**config.mk**
```make
export PLATFORM = sky130hd
export DESIGN_NAME = avcc_to_annexb_nal_converter
export DESIGN_NICKNAME = d
export VERILOG_FILES = /design/src/design/a2ab_pkg.sv /design/src/design/a2ab_cfg_parser.sv /design/src/design/avcc_to_annexb_nal_converter.sv
export SDC_FILE = /design/constraint.sdc
export NUM_CORES = 2
export LEC_CHECK = 0
export ABC_AREA = 1
export BUFFER_PORTS_ARGS = -buffer_cell sky130_fd_sc_hd__buf_2
export CAP_MARGIN = 20
export CORE_MARGIN = 2
export CORE_UTILIZATION = 35
export CTS_BUF_LIST = sky130_fd_sc_hd__clkbuf_8 sky130_fd_sc_hd__clkbuf_16
export DETAILED_ROUTE_END_ITERATION = 10
export PLACE_DENSITY = 0.6
export SLEW_MARGIN = 20
export SYNTH_ARGS = -nofsm -noshare
export SYNTH_HDL_FRONTEND = slang
export SYNTH_HIERARCHICAL = 1
export SYNTH_SLANG_ARGS = --single-unit
```
**constraint.sdc**
```tcl
create_clock -name clk -period 10 [get_ports clk]
set_input_delay 1 -clock clk [delete_from_list [all_inputs] [get_ports clk]]
set_output_delay 1 -clock clk [all_outputs]
set_load 0.02 [all_outputs]
```
**src/design/a2ab_pkg.sv**
```systemverilog
`default_nettype none
// ----------------------------------------------------------------------------
// a2ab_pkg
// Shared types and constants for the avcC / length-prefixed to Annex-B
// NAL converter.
// ----------------------------------------------------------------------------
package a2ab_pkg;

  localparam int PARAM_STORE_BYTES = 192;
  localparam int IDX_W  = $clog2(PARAM_STORE_BYTES);
  localparam int FILL_W = $clog2(PARAM_STORE_BYTES + 5);

  localparam logic [FILL_W-1:0] FILL_CAP   = FILL_W'(PARAM_STORE_BYTES);
  localparam logic [FILL_W-1:0] FILL_OVF   = FILL_W'(PARAM_STORE_BYTES + 1);
  localparam logic [FILL_W-1:0] FILL_SC_OK = FILL_W'(PARAM_STORE_BYTES - 4);

  localparam logic OP_CONFIG = 1'b0;
  localparam logic OP_PACKET = 1'b1;

  localparam logic [2:0] STAT_OK        = 3'd0;
  localparam logic [2:0] STAT_SHORT     = 3'd1;
  localparam logic [2:0] STAT_TRUNC     = 3'd2;
  localparam logic [2:0] STAT_OVERFLOW  = 3'd3;
  localparam logic [2:0] STAT_MALFORMED = 3'd4;

  localparam logic [2:0] HDR_COUNT_IDX = 3'd5;
  localparam logic [2:0] PKT_FULL      = 3'd5;
  localparam logic [4:0] NAL_IDR       = 5'd5;
  localparam logic [7:0] MAX_SET_COUNT = 8'd31;

  typedef enum logic [2:0] {
    PH_HDR,
    PH_SPS_LEN,
    PH_SPS_DATA,
    PH_PPS_CNT,
    PH_PPS_LEN,
    PH_PPS_DATA,
    PH_DONE
  } cfg_phase_t;

  typedef enum logic {
    CS_IDLE,
    CS_EMIT
  } conv_state_t;

  typedef struct packed {
    logic       op;
    logic [7:0] byte_in;
    logic       last;
  } in_beat_t;

  typedef struct packed {
    logic [31:0] out_data;
    logic [2:0]  out_bytes;
    logic        run_last;
    logic        packet_end;
    logic [2:0]  status;
  } out_beat_t;

  typedef struct packed {
    logic             we;
    logic [IDX_W-1:0] addr;
    logic [7:0]       data;
  } store_wr_t;

endpackage
`default_nettype wire

```
**src/design/a2ab_cfg_parser.sv**
```systemverilog
`default_nettype none
// ----------------------------------------------------------------------------
// a2ab_cfg_parser
// Parses avcC record bytes, tracks the parameter-set fill level and issues
// writes of set payloads and start codes into the parameter store.
// ----------------------------------------------------------------------------
module a2ab_cfg_parser
  import a2ab_pkg::*;
(
  input  logic              clk,
  input  logic              rst,
  input  logic              take,
  input  logic [7:0]        byte_in,
  input  logic              last,
  output logic [FILL_W-1:0] fill,
  output logic              busy,
  output store_wr_t         wr,
  output logic [2:0]        close_status
);

  cfg_phase_t        phase, phase_next;
  logic [2:0]        idx, idx_next;
  logic [4:0]        sets_left, sets_left_next;
  logic [15:0]       set_left, set_left_next;
  logic              cerr, cerr_next;
  logic [FILL_W-1:0] fill_next;
  logic [FILL_W-1:0] sc_base;
  logic [1:0]        sc_k;
  logic [FILL_W-1:0] sc_addr;
  logic              sc_go;
  logic              byte_we;
  logic              fin;
  logic              sps;
  logic [15:0]       set_len;
  logic [4:0]        sets_dec;

  always_comb begin
    phase_next     = phase;
    idx_next       = idx;
    sets_left_next = sets_left;
    set_left_next  = set_left;
    cerr_next      = cerr;
    fill_next      = fill;
    sc_go          = 1'b0;
    byte_we        = 1'b0;
    fin            = 1'b0;
    set_len        = {set_left[7:0], byte_in};
    sets_dec       = sets_left - 5'd1;
    sps            = (phase == PH_SPS_LEN) || (phase == PH_SPS_DATA);
    close_status   = STAT_OK;
    if (take) begin
      unique case (phase)
        PH_HDR: begin
          if (idx == 3'd0) begin
            fill_next = '0;
            cerr_next = 1'b0;
          end
          if (idx >= HDR_COUNT_IDX) begin
            sets_left_next = byte_in[4:0];
            idx_next       = 3'd0;
            phase_next     = (byte_in[4:0] != 5'd0) ? PH_SPS_LEN : PH_PPS_CNT;
          end else begin
            idx_next = idx + 3'd1;
          end
        end
        PH_SPS_LEN, PH_PPS_LEN: begin
          if (idx == 3'd0) begin
            set_left_next = {8'h00, byte_in};
            idx_next      = 3'd1;
          end else begin
            set_left_next = set_len;
            idx_next      = 3'd0;
            sc_go         = 1'b1;
            fill_next     = (fill <= FILL_SC_OK) ? fill + FILL_W'(4) : FILL_OVF;
            if (set_len == 16'd0) begin
              fin = 1'b1;
            end else begin
              phase_next = (phase == PH_SPS_LEN) ? PH_SPS_DATA : PH_PPS_DATA;
            end
          end
        end
        PH_SPS_DATA, PH_PPS_DATA: begin
          byte_we       = (fill < FILL_CAP);
          fill_next     = byte_we ? fill + FILL_W'(1) : FILL_OVF;
          set_left_next = set_left - 16'd1;
          if (set_left == 16'd1) begin
            fin = 1'b1;
          end
        end
        PH_PPS_CNT: begin
          idx_next = 3'd0;
          if (byte_in > MAX_SET_COUNT) begin
            cerr_next  = 1'b1;
            phase_next = PH_DONE;
          end else begin
            sets_left_next = byte_in[4:0];
            phase_next     = (byte_in != 8'd0) ? PH_PPS_LEN : PH_DONE;
          end
        end
        default: begin
        end
      endcase
      if (fin) begin
        sets_left_next = sets_dec;
        if (sets_dec == 5'd0) begin
          phase_next = sps ? PH_PPS_CNT : PH_DONE;
        end else begin
          phase_next = sps ? PH_SPS_LEN : PH_PPS_LEN;
        end
      end
      if (last) begin
        if (fill_next > FILL_CAP) begin
          close_status = STAT_OVERFLOW;
        end else if (cerr_next || (phase_next != PH_DONE)) begin
          close_status = STAT_MALFORMED;
        end
        phase_next     = PH_HDR;
        idx_next       = 3'd0;
        sets_left_next = 5'd0;
        set_left_next  = 16'd0;
      end
    end
  end

  assign sc_addr = sc_base + FILL_W'(sc_k);

  always_comb begin
    if (busy) begin
      wr.we   = (sc_addr < FILL_CAP);
      wr.addr = sc_addr[IDX_W-1:0];
      wr.data = (sc_k == 2'd3) ? 8'h01 : 8'h00;
    end else begin
      wr.we   = byte_we;
      wr.addr = fill[IDX_W-1:0];
      wr.data = byte_in;
    end
  end

  always_ff @(posedge clk) begin
    if (rst) begin
      phase     <= PH_HDR;
      idx       <= 3'd0;
      sets_left <= 5'd0;
      set_left  <= 16'd0;
      cerr      <= 1'b0;
      fill      <= '0;
      busy      <= 1'b0;
      sc_k      <= 2'd0;
      sc_base   <= '0;
    end else begin
      phase     <= phase_next;
      idx       <= idx_next;
      sets_left <= sets_left_next;
      set_left  <= set_left_next;
      cerr      <= cerr_next;
      fill      <= fill_next;
      if (sc_go) begin
        busy    <= 1'b1;
        sc_base <= fill;
        sc_k    <= 2'd0;
      end else if (busy) begin
        sc_k <= sc_k + 2'd1;
        if (sc_k == 2'd3) begin
          busy <= 1'b0;
        end
      end
    end
  end

endmodule
`default_nettype wire

```
**src/design/avcc_to_annexb_nal_converter.sv**
```systemverilog
`default_nettype none
// ----------------------------------------------------------------------------
// avcc_to_annexb_nal_converter
// Converts avcC configuration records and length-prefixed H.264 packets
// into an Annex-B stream packed in 32-bit beats.
// ----------------------------------------------------------------------------
// Configuration bytes, NAL length bytes and ordinary NAL bytes are taken
// directly. The second byte of a parameter-set length holds the input while
// the start code is written into the parameter store. A NAL header byte
// holds the input while the converter emits the stored parameter sets (only
// for IDR, and only when the store has not overflowed), read from the store
// one byte a cycle unless the output stalls, then the start code and the
// header byte. A byte is taken only when the output register is empty or
// being drained, and output stalls hold the emit sequence.
module avcc_to_annexb_nal_converter
  import a2ab_pkg::*;
(
  input  logic      clk,
  input  logic      rst,
  input  logic      in_valid,
  output logic      in_ready,
  input  in_beat_t  in_beat,
  output logic      out_valid,
  input  logic      out_ready,
  output out_beat_t out_beat
);

  conv_state_t state, state_next;

  logic              accept, cfg_take, pkt_take;
  logic              out_free;
  logic [FILL_W-1:0] param_fill;
  logic              cfg_busy;
  store_wr_t         store_wr;
  logic [2:0]        cfg_status;

  logic [7:0]        mem [PARAM_STORE_BYTES];
  logic [7:0]        rd_data;
  logic [IDX_W-1:0]  rd_addr;

  logic [1:0]        prefix_pos, prefix_pos_next;
  logic [31:0]       length_acc, length_acc_next;
  logic [31:0]       nal_left, nal_left_next;
  logic              header_next, header_next_q;
  logic [2:0]        pkt_count, pkt_count_next;
  logic [31:0]       acc_shift;
  logic              go_emit;
  logic              single_v;
  logic [31:0]       single_word;
  logic [2:0]        single_bytes;
  logic [2:0]        pkt_status;

  logic [FILL_W-1:0] em_ps_len;
  logic [7:0]        em_byte;
  logic              em_last;
  logic [2:0]        em_status;
  logic [FILL_W-1:0] pos, pos_next;
  logic [FILL_W-1:0] rel;
  logic              in_ps;
  logic              em_final;
  logic [7:0]        cur;
  logic              push;
  logic              advance;
  logic [23:0]       asm_data, asm_data_next;
  logic [1:0]        asm_cnt, asm_cnt_next;
  logic [31:0]       push_word;

  logic              load;
  out_beat_t         load_beat;

  a2ab_cfg_parser u_cfg (
    .clk          (clk),
    .rst          (rst),
    .take         (cfg_take),
    .byte_in      (in_beat.byte_in),
    .last         (in_beat.last),
    .fill         (param_fill),
    .busy         (cfg_busy),
    .wr           (store_wr),
    .close_status (cfg_status)
  );

  assign out_free = !out_valid || out_ready;
  assign in_ready = (state == CS_IDLE) && !cfg_busy && out_free;
  assign accept   = in_valid && in_ready;
  assign cfg_take = accept && (in_beat.op == OP_CONFIG);
  assign pkt_take = accept && (in_beat.op == OP_PACKET);

  // packet parse
  always_comb begin
    prefix_pos_next = prefix_pos;
    length_acc_next = length_acc;
    nal_left_next   = nal_left;
    header_next     = header_next_q;
    pkt_count_next  = (pkt_count < PKT_FULL) ? pkt_count + 3'd1 : pkt_count;
    acc_shift       = {length_acc[23:0], in_beat.byte_in};
    go_emit         = 1'b0;
    single_v        = 1'b0;
    single_word     = 32'h0000_0000;
    single_bytes    = 3'd0;
    pkt_status      = STAT_OK;
    if (nal_left == 32'd0) begin
      prefix_pos_next = prefix_pos + 2'd1;
      if (prefix_pos == 2'd3) begin
        nal_left_next   = acc_shift;
        length_acc_next = 32'd0;
        if (acc_shift == 32'd0) begin
          if (!(in_beat.last && (pkt_count_next < PKT_FULL))) begin
            single_v     = 1'b1;
            single_word  = 32'h0000_0001;
            single_bytes = 3'd4;
          end
        end else begin
          header_next = 1'b1;
        end
      end else begin
        length_acc_next = acc_shift;
      end
    end else begin
      nal_left_next = nal_left - 32'd1;
      if (header_next_q) begin
        header_next = 1'b0;
        go_emit     = 1'b1;
      end else begin
        single_v     = 1'b1;
        single_word  = {in_beat.byte_in, 24'h00_0000};
        single_bytes = 3'd1;
      end
    end
    if (in_beat.last) begin
      if (pkt_count_next < PKT_FULL) begin
        pkt_status = STAT_SHORT;
      end else if ((nal_left_next != 32'd0) || (prefix_pos_next != 2'd0)) begin
        pkt_status = STAT_TRUNC;
      end
      prefix_pos_next = 2'd0;
      length_acc_next = 32'd0;
      nal_left_next   = 32'd0;
      header_next     = 1'b0;
      pkt_count_next  = 3'd0;
    end
  end

  // emit sequence: stored sets, start code, header byte
  assign in_ps    = (pos < em_ps_len);
  assign rel      = pos - em_ps_len;
  assign em_final = !in_ps && (rel == FILL_W'(4));

  always_comb begin
    if (in_ps) begin
      cur = rd_data;
    end else if (rel == FILL_W'(4)) begin
      cur = em_byte;
    end else if (rel == FILL_W'(3)) begin
      cur = 8'h01;
    end else begin
      cur = 8'h00;
    end
  end

  always_comb begin
    unique case (asm_cnt)
      2'd0: push_word = {cur, 24'h00_0000};
      2'd1: push_word = {asm_data[23:16], cur, 16'h0000};
      2'd2: push_word = {asm_data[23:8], cur, 8'h00};
      default: push_word = {asm_data, cur};
    endcase
  end

  assign push    = (state == CS_EMIT) && ((asm_cnt == 2'd3) || em_final);
  assign advance = !push || out_free;

  always_comb begin
    asm_data_next = asm_data;
    asm_cnt_next  = asm_cnt;
    if ((state == CS_EMIT) && advance) begin
      if (push) begin
        asm_cnt_next = 2'd0;
      end else begin
        asm_data_next = push_word[31:8];
        asm_cnt_next  = asm_cnt + 2'd1;
      end
    end
  end

  // next state
  always_comb begin
    state_next = state;
    unique case (state)
      CS_IDLE: begin
        if (pkt_take && go_emit) begin
          state_next = CS_EMIT;
        end
      end
      CS_EMIT: begin
        if (em_final && advance) begin
          state_next = CS_IDLE;
        end
      end
      default: state_next = CS_IDLE;
    endcase
  end

  // outputs of the sequence
  always_comb begin
    load      = 1'b0;
    load_beat = '0;
    pos_next  = '0;
    unique case (state)
      CS_IDLE: begin
        if (cfg_take && in_beat.last) begin
          load                 = 1'b1;
          load_beat.run_last   = 1'b1;
          load_beat.packet_end = 1'b1;
          load_beat.status     = cfg_status;
        end else if (pkt_take && !go_emit && (single_v || in_beat.last)) begin
          load                 = 1'b1;
          load_beat.out_data   = single_word;
          load_beat.out_bytes  = single_bytes;
          load_beat.run_last   = 1'b1;
          load_beat.packet_end = in_beat.last;
          load_beat.status     = in_beat.last ? pkt_status : STAT_OK;
        end
      end
      CS_EMIT: begin
        if (advance) begin
          pos_next = em_final ? '0 : pos + FILL_W'(1);
        end else begin
          pos_next = pos;
        end
        if (push && out_free) begin
          load                 = 1'b1;
          load_beat.out_data   = push_word;
          load_beat.out_bytes  = {1'b0, asm_cnt} + 3'd1;
          load_beat.run_last   = em_final;
          load_beat.packet_end = em_final && em_last;
          load_beat.status     = (em_final && em_last) ? em_status : STAT_OK;
        end
      end
      default: begin
      end
    endcase
  end

  assign rd_addr = pos_next[IDX_W-1:0];

  always_ff @(posedge clk) begin
    if (store_wr.we) begin
      mem[store_wr.addr] <= store_wr.data;
    end
    rd_data <= mem[rd_addr];
  end

  always_ff @(posedge clk) begin
    if (rst) begin
      state         <= CS_IDLE;
      prefix_pos    <= 2'd0;
      length_acc    <= 32'd0;
      nal_left      <= 32'd0;
      header_next_q <= 1'b0;
      pkt_count     <= 3'd0;
      pos           <= '0;
      asm_cnt       <= 2'd0;
      out_valid     <= 1'b0;
    end else begin
      state   <= state_next;
      pos     <= pos_next;
      asm_cnt <= asm_cnt_next;
      if (pkt_take) begin
        prefix_pos    <= prefix_pos_next;
        length_acc    <= length_acc_next;
        nal_left      <= nal_left_next;
        header_next_q <= header_next;
        pkt_count     <= pkt_count_next;
      end
      if (load) begin
        out_valid <= 1'b1;
      end else if (out_ready) begin
        out_valid <= 1'b0;
      end
    end
  end

  always_ff @(posedge clk) begin
    asm_data <= asm_data_next;
    if (load) begin
      out_beat <= load_beat;
    end
    if (pkt_take && go_emit) begin
      em_ps_len <= ((in_beat.byte_in[4:0] == NAL_IDR) && (param_fill <= FILL_CAP))
                   ? param_fill : '0;
      em_byte   <= in_beat.byte_in;
      em_last   <= in_beat.last;
      em_status <= in_beat.last ? pkt_status : STAT_OK;
    end
  end

endmodule
`default_nettype wire

```
==> reports/metrics.cfg <==
[outcome]
status = finished, final reports clean

[clock_network]
clock_sinks = 1748
cts_tree = built
clk_latency_ns = 0.86
cts_root_buffer = clkbuf_16
cts_setup_buffers = 0
cts_buffer_depth = 3
hold_buffers = 0
cts_resized = 0
clk_pin_slew_worst_paths_ns = 0.06
numCtsBuffers = 184
htree_levels = 4

[timing]
skew_ns = 0.0613
setup_tns_ns = 0
slew_headroom_pct = 20.3
slew_violations = 0
worst_slew_pin_slew_ns = 1.19
setup_slack_ns = 3.61
rsz0062_at_grt = false
max_clock_freq_mhz = 156
setup_viol = 0
finalHoldViolCount = 0
fin_crit_ns = 6.39
finalCritPeriodShare_pct = 63.9

[power]
switching_power_w = 0.00549
combPwrFrac_pct = 18.0
power_per_cell_area_nw_per_um2 = 213
p_leak_nw = 32.9
ir_drop_mv = 0.348
internal_power_w = 0.0130
p_total_w = 0.0185
netSwitchingFraction_pct = 29.7
clock_power_share_pct = 36.7
seq_power_share_pct = 45.3

[worst_setup_path]
cp.required_ns = 10.74
slowest_delay_ns = 0.96
cp_common_cell = nand3_1
critPathArrivalTime_ns = 7.13
cp_cell_sequence = inv_1 > ha_1 > fa_1 > inv_1 > nor3_2 > nand3_1 > nor2_1 > nand3_2 > nand2_2 > nand3_4 > clkinv_1 > nand2_1 > nand2_4 > buf_12 > buf_4 > o211ai_1 > nand3_1 > nand3_1 > nand3_1 > nand3_1 > nand2_1 > nand2_1 > nand2_1
critPathLaunchType = flip-flop
crit_fanout = 139
slowest_stage = buf_4
critPathKind = reg -> reg
cp-end-kind = flip-flop

[min_path]
hold_class = reg -> reg

[layout]
nets = 7299
final_util_pct = 39.0
area_growth_pct = 10.9
drive_above_1_share_pct = 8.41

[synth]
synth_cell_types = 53
synth_top_area_cell = edfxtp_1
synthTopCellsByArea = edfxtp_1 (62%), nand2_1 (8.0%), nand3_1 (8.0%), inv_1 (3.5%), dfxtp_1 (3.3%)
avgSynthCellArea_um2 = 10.6
yosys_warnings = 6
netlist_area_um2 = 78200
synthCells = 7389
synth.most_common_cell = nand2_1
synth_edf_count = 1619
async_reset_ff_share_pct = 0
synth.top_cell.area_share_pct = 62.2
ys_seq_area_share_pct = 65.5
synth_top_flop_cell = edfxtp_1
ys_ff_latch = 1748
syn_nets = 7436
synth_commonest_cells = nand2_1 (1667), edfxtp_1 (1619), nand3_1 (1248), inv_1 (735), nor2_1 (429)

[placement]
io_buffers = 55
place_hpwl_mm = 129
place_ws_ns = 3.92
gp_congestion = 0.862

[floorplan]
die_w_um = 477
core_area_um2 = 222000
die_h_um = 477
start_util_pct = 35.2
io_pins = 56
fp-row-count = 173
die_area_um2 = 227000

[global_route]
grt_pass1_wl_mm = 329
grt_overflow = 0
antenna_found_initial = 5
grt_pass1_vias = 51646
grt_max_degree = 193
grt_use_total_pct = 18.7

[drt]
vias = 54413
finalWirelength_mm = 219
drc = 0
drtIter0Drc = 6497
avgRoutedWirePerCell_um = 21.1
ant_nets = 0
via_per_inst = 5.24
drtPass1Iterations = 6

[flow_run]
maxCapViolCount = 0

[path summary, 6_finish.rpt]
path | from | endpoint | slack, ns | cells after the start
worst max-delay path | pos[0] | rd_data[7] | 3.61 | 23
worst min-delay path | u_cfg/sets_left[1] | u_cfg/sets_left[1] | 0.49 | 2
worst min register to register | u_cfg/sets_left[1] | u_cfg/sets_left[1] | 0.49 | 2
worst max register to register | pos[0] | rd_data[7] | 3.61 | 23
[through the flow]
| stage | std cells | cell area [um^2] | hold slack, ns |
|---|---|---|---|
| 5_1_grt | 10374 | 86700 | 0.505 |
| 2_1_floorplan | 7389 | 78200 | 0.453 |
| 3_5_place_dp | 10041 | 80700 | 0.479 |
| 4_1_cts | 10373 | 86700 | 0.480 |
| 6_report | 10375 | 86700 | 0.488 |
| 3_3_place_gp | 10041 | 80700 | 0.464 |
[sequential cells by signal, indices dropped and copies added (netlist names), 2 cells and up]
signal,count
mem,1536
out_beat,40
nal_left,32
asm_data,24
length_acc,24
u_cfg/set_left,16
em_byte,8
em_ps_len,8
pos,8
rd_data,8
u_cfg/fill,8
u_cfg/sc_base,8
u_cfg/sets_left,5
pkt_count,3
u_cfg/idx,3
u_cfg/phase,3
asm_cnt,2
em_status,2
prefix_pos,2
u_cfg/sc_k,2
[power groups by stage]
stage | sequential, W | clock (W) | combinational [W]
after floorplan | 0.00857 | 0 | 0.00221
after global placement | 0.00851 | 0 | 0.00324
after detailed placement | 0.00852 | 0 | 0.00324
after CTS | 0.00836 | 0.00686 | 0.00326
after global routing | 0.00839 | 0.00714 | 0.00366
final | 0.00837 | 0.00677 | 0.00332
[cells in the final DEF, fill, tap and decap left out, types with 116 or more instances in the layout]
master	count
o211ai_2	163
a21oi_1	310
inv_1	772
clkbuf_16	184
nor2_1	419
nand2_1	1662
o211ai_1	116
nand3_1	1246
edfxtp_1	1619
dfxtp_1	129
o21ai_0	234
[kinds of logic (layout without fill, tap and decap cells)]
kind of cell | after synthesis | after routing | share of synthesized area [%]
flip-flops | 1748 | 1748 | 65.5
AO/OA/AOI/OAI | 914 | 914 | 7.93
other | 0 | 2 | 0
adder cells (fa/ha/maj) | 33 | 33 | 0.547
AND/OR/NAND/NOR | 3448 | 3448 | 18.9
buffers and inverters | 1199 | 1208 | 6.58
multiplexers | 3 | 3 | 0.0384
XOR/XNOR | 44 | 44 | 0.493
[worst max-delay path, delay by kind of cell (launching register included)]
kind,cells,cell delay [ns]
flip-flops,1,0.35
adder cells (fa/ha/maj),2,0.69
AND/OR/NAND/NOR,15,2.88
buffers and inverters,5,1.73
AO/OA/AOI/OAI,1,0.21
[cell type report]
type	count	area, um^2
clock inverters	144	1330
multi-input cells	4442	22000
clock buffers	188	4660
inverters	751	2840
flip-flops and latches	1748	51200
fillers	21397	135000
diodes	2	5.00
well taps	2975	3720
repair buffers	125	980
[routing by layer]
layer	global-route usage, %	wire length [um]	up-vias
met4	6.59	7260	6
met2	29.5	101000	2220
met3	3.29	17500	398
met5	0	47	-
li1	-	-	25246
met1	25.9	93100	26543
(Power assumes the default switching activity.)
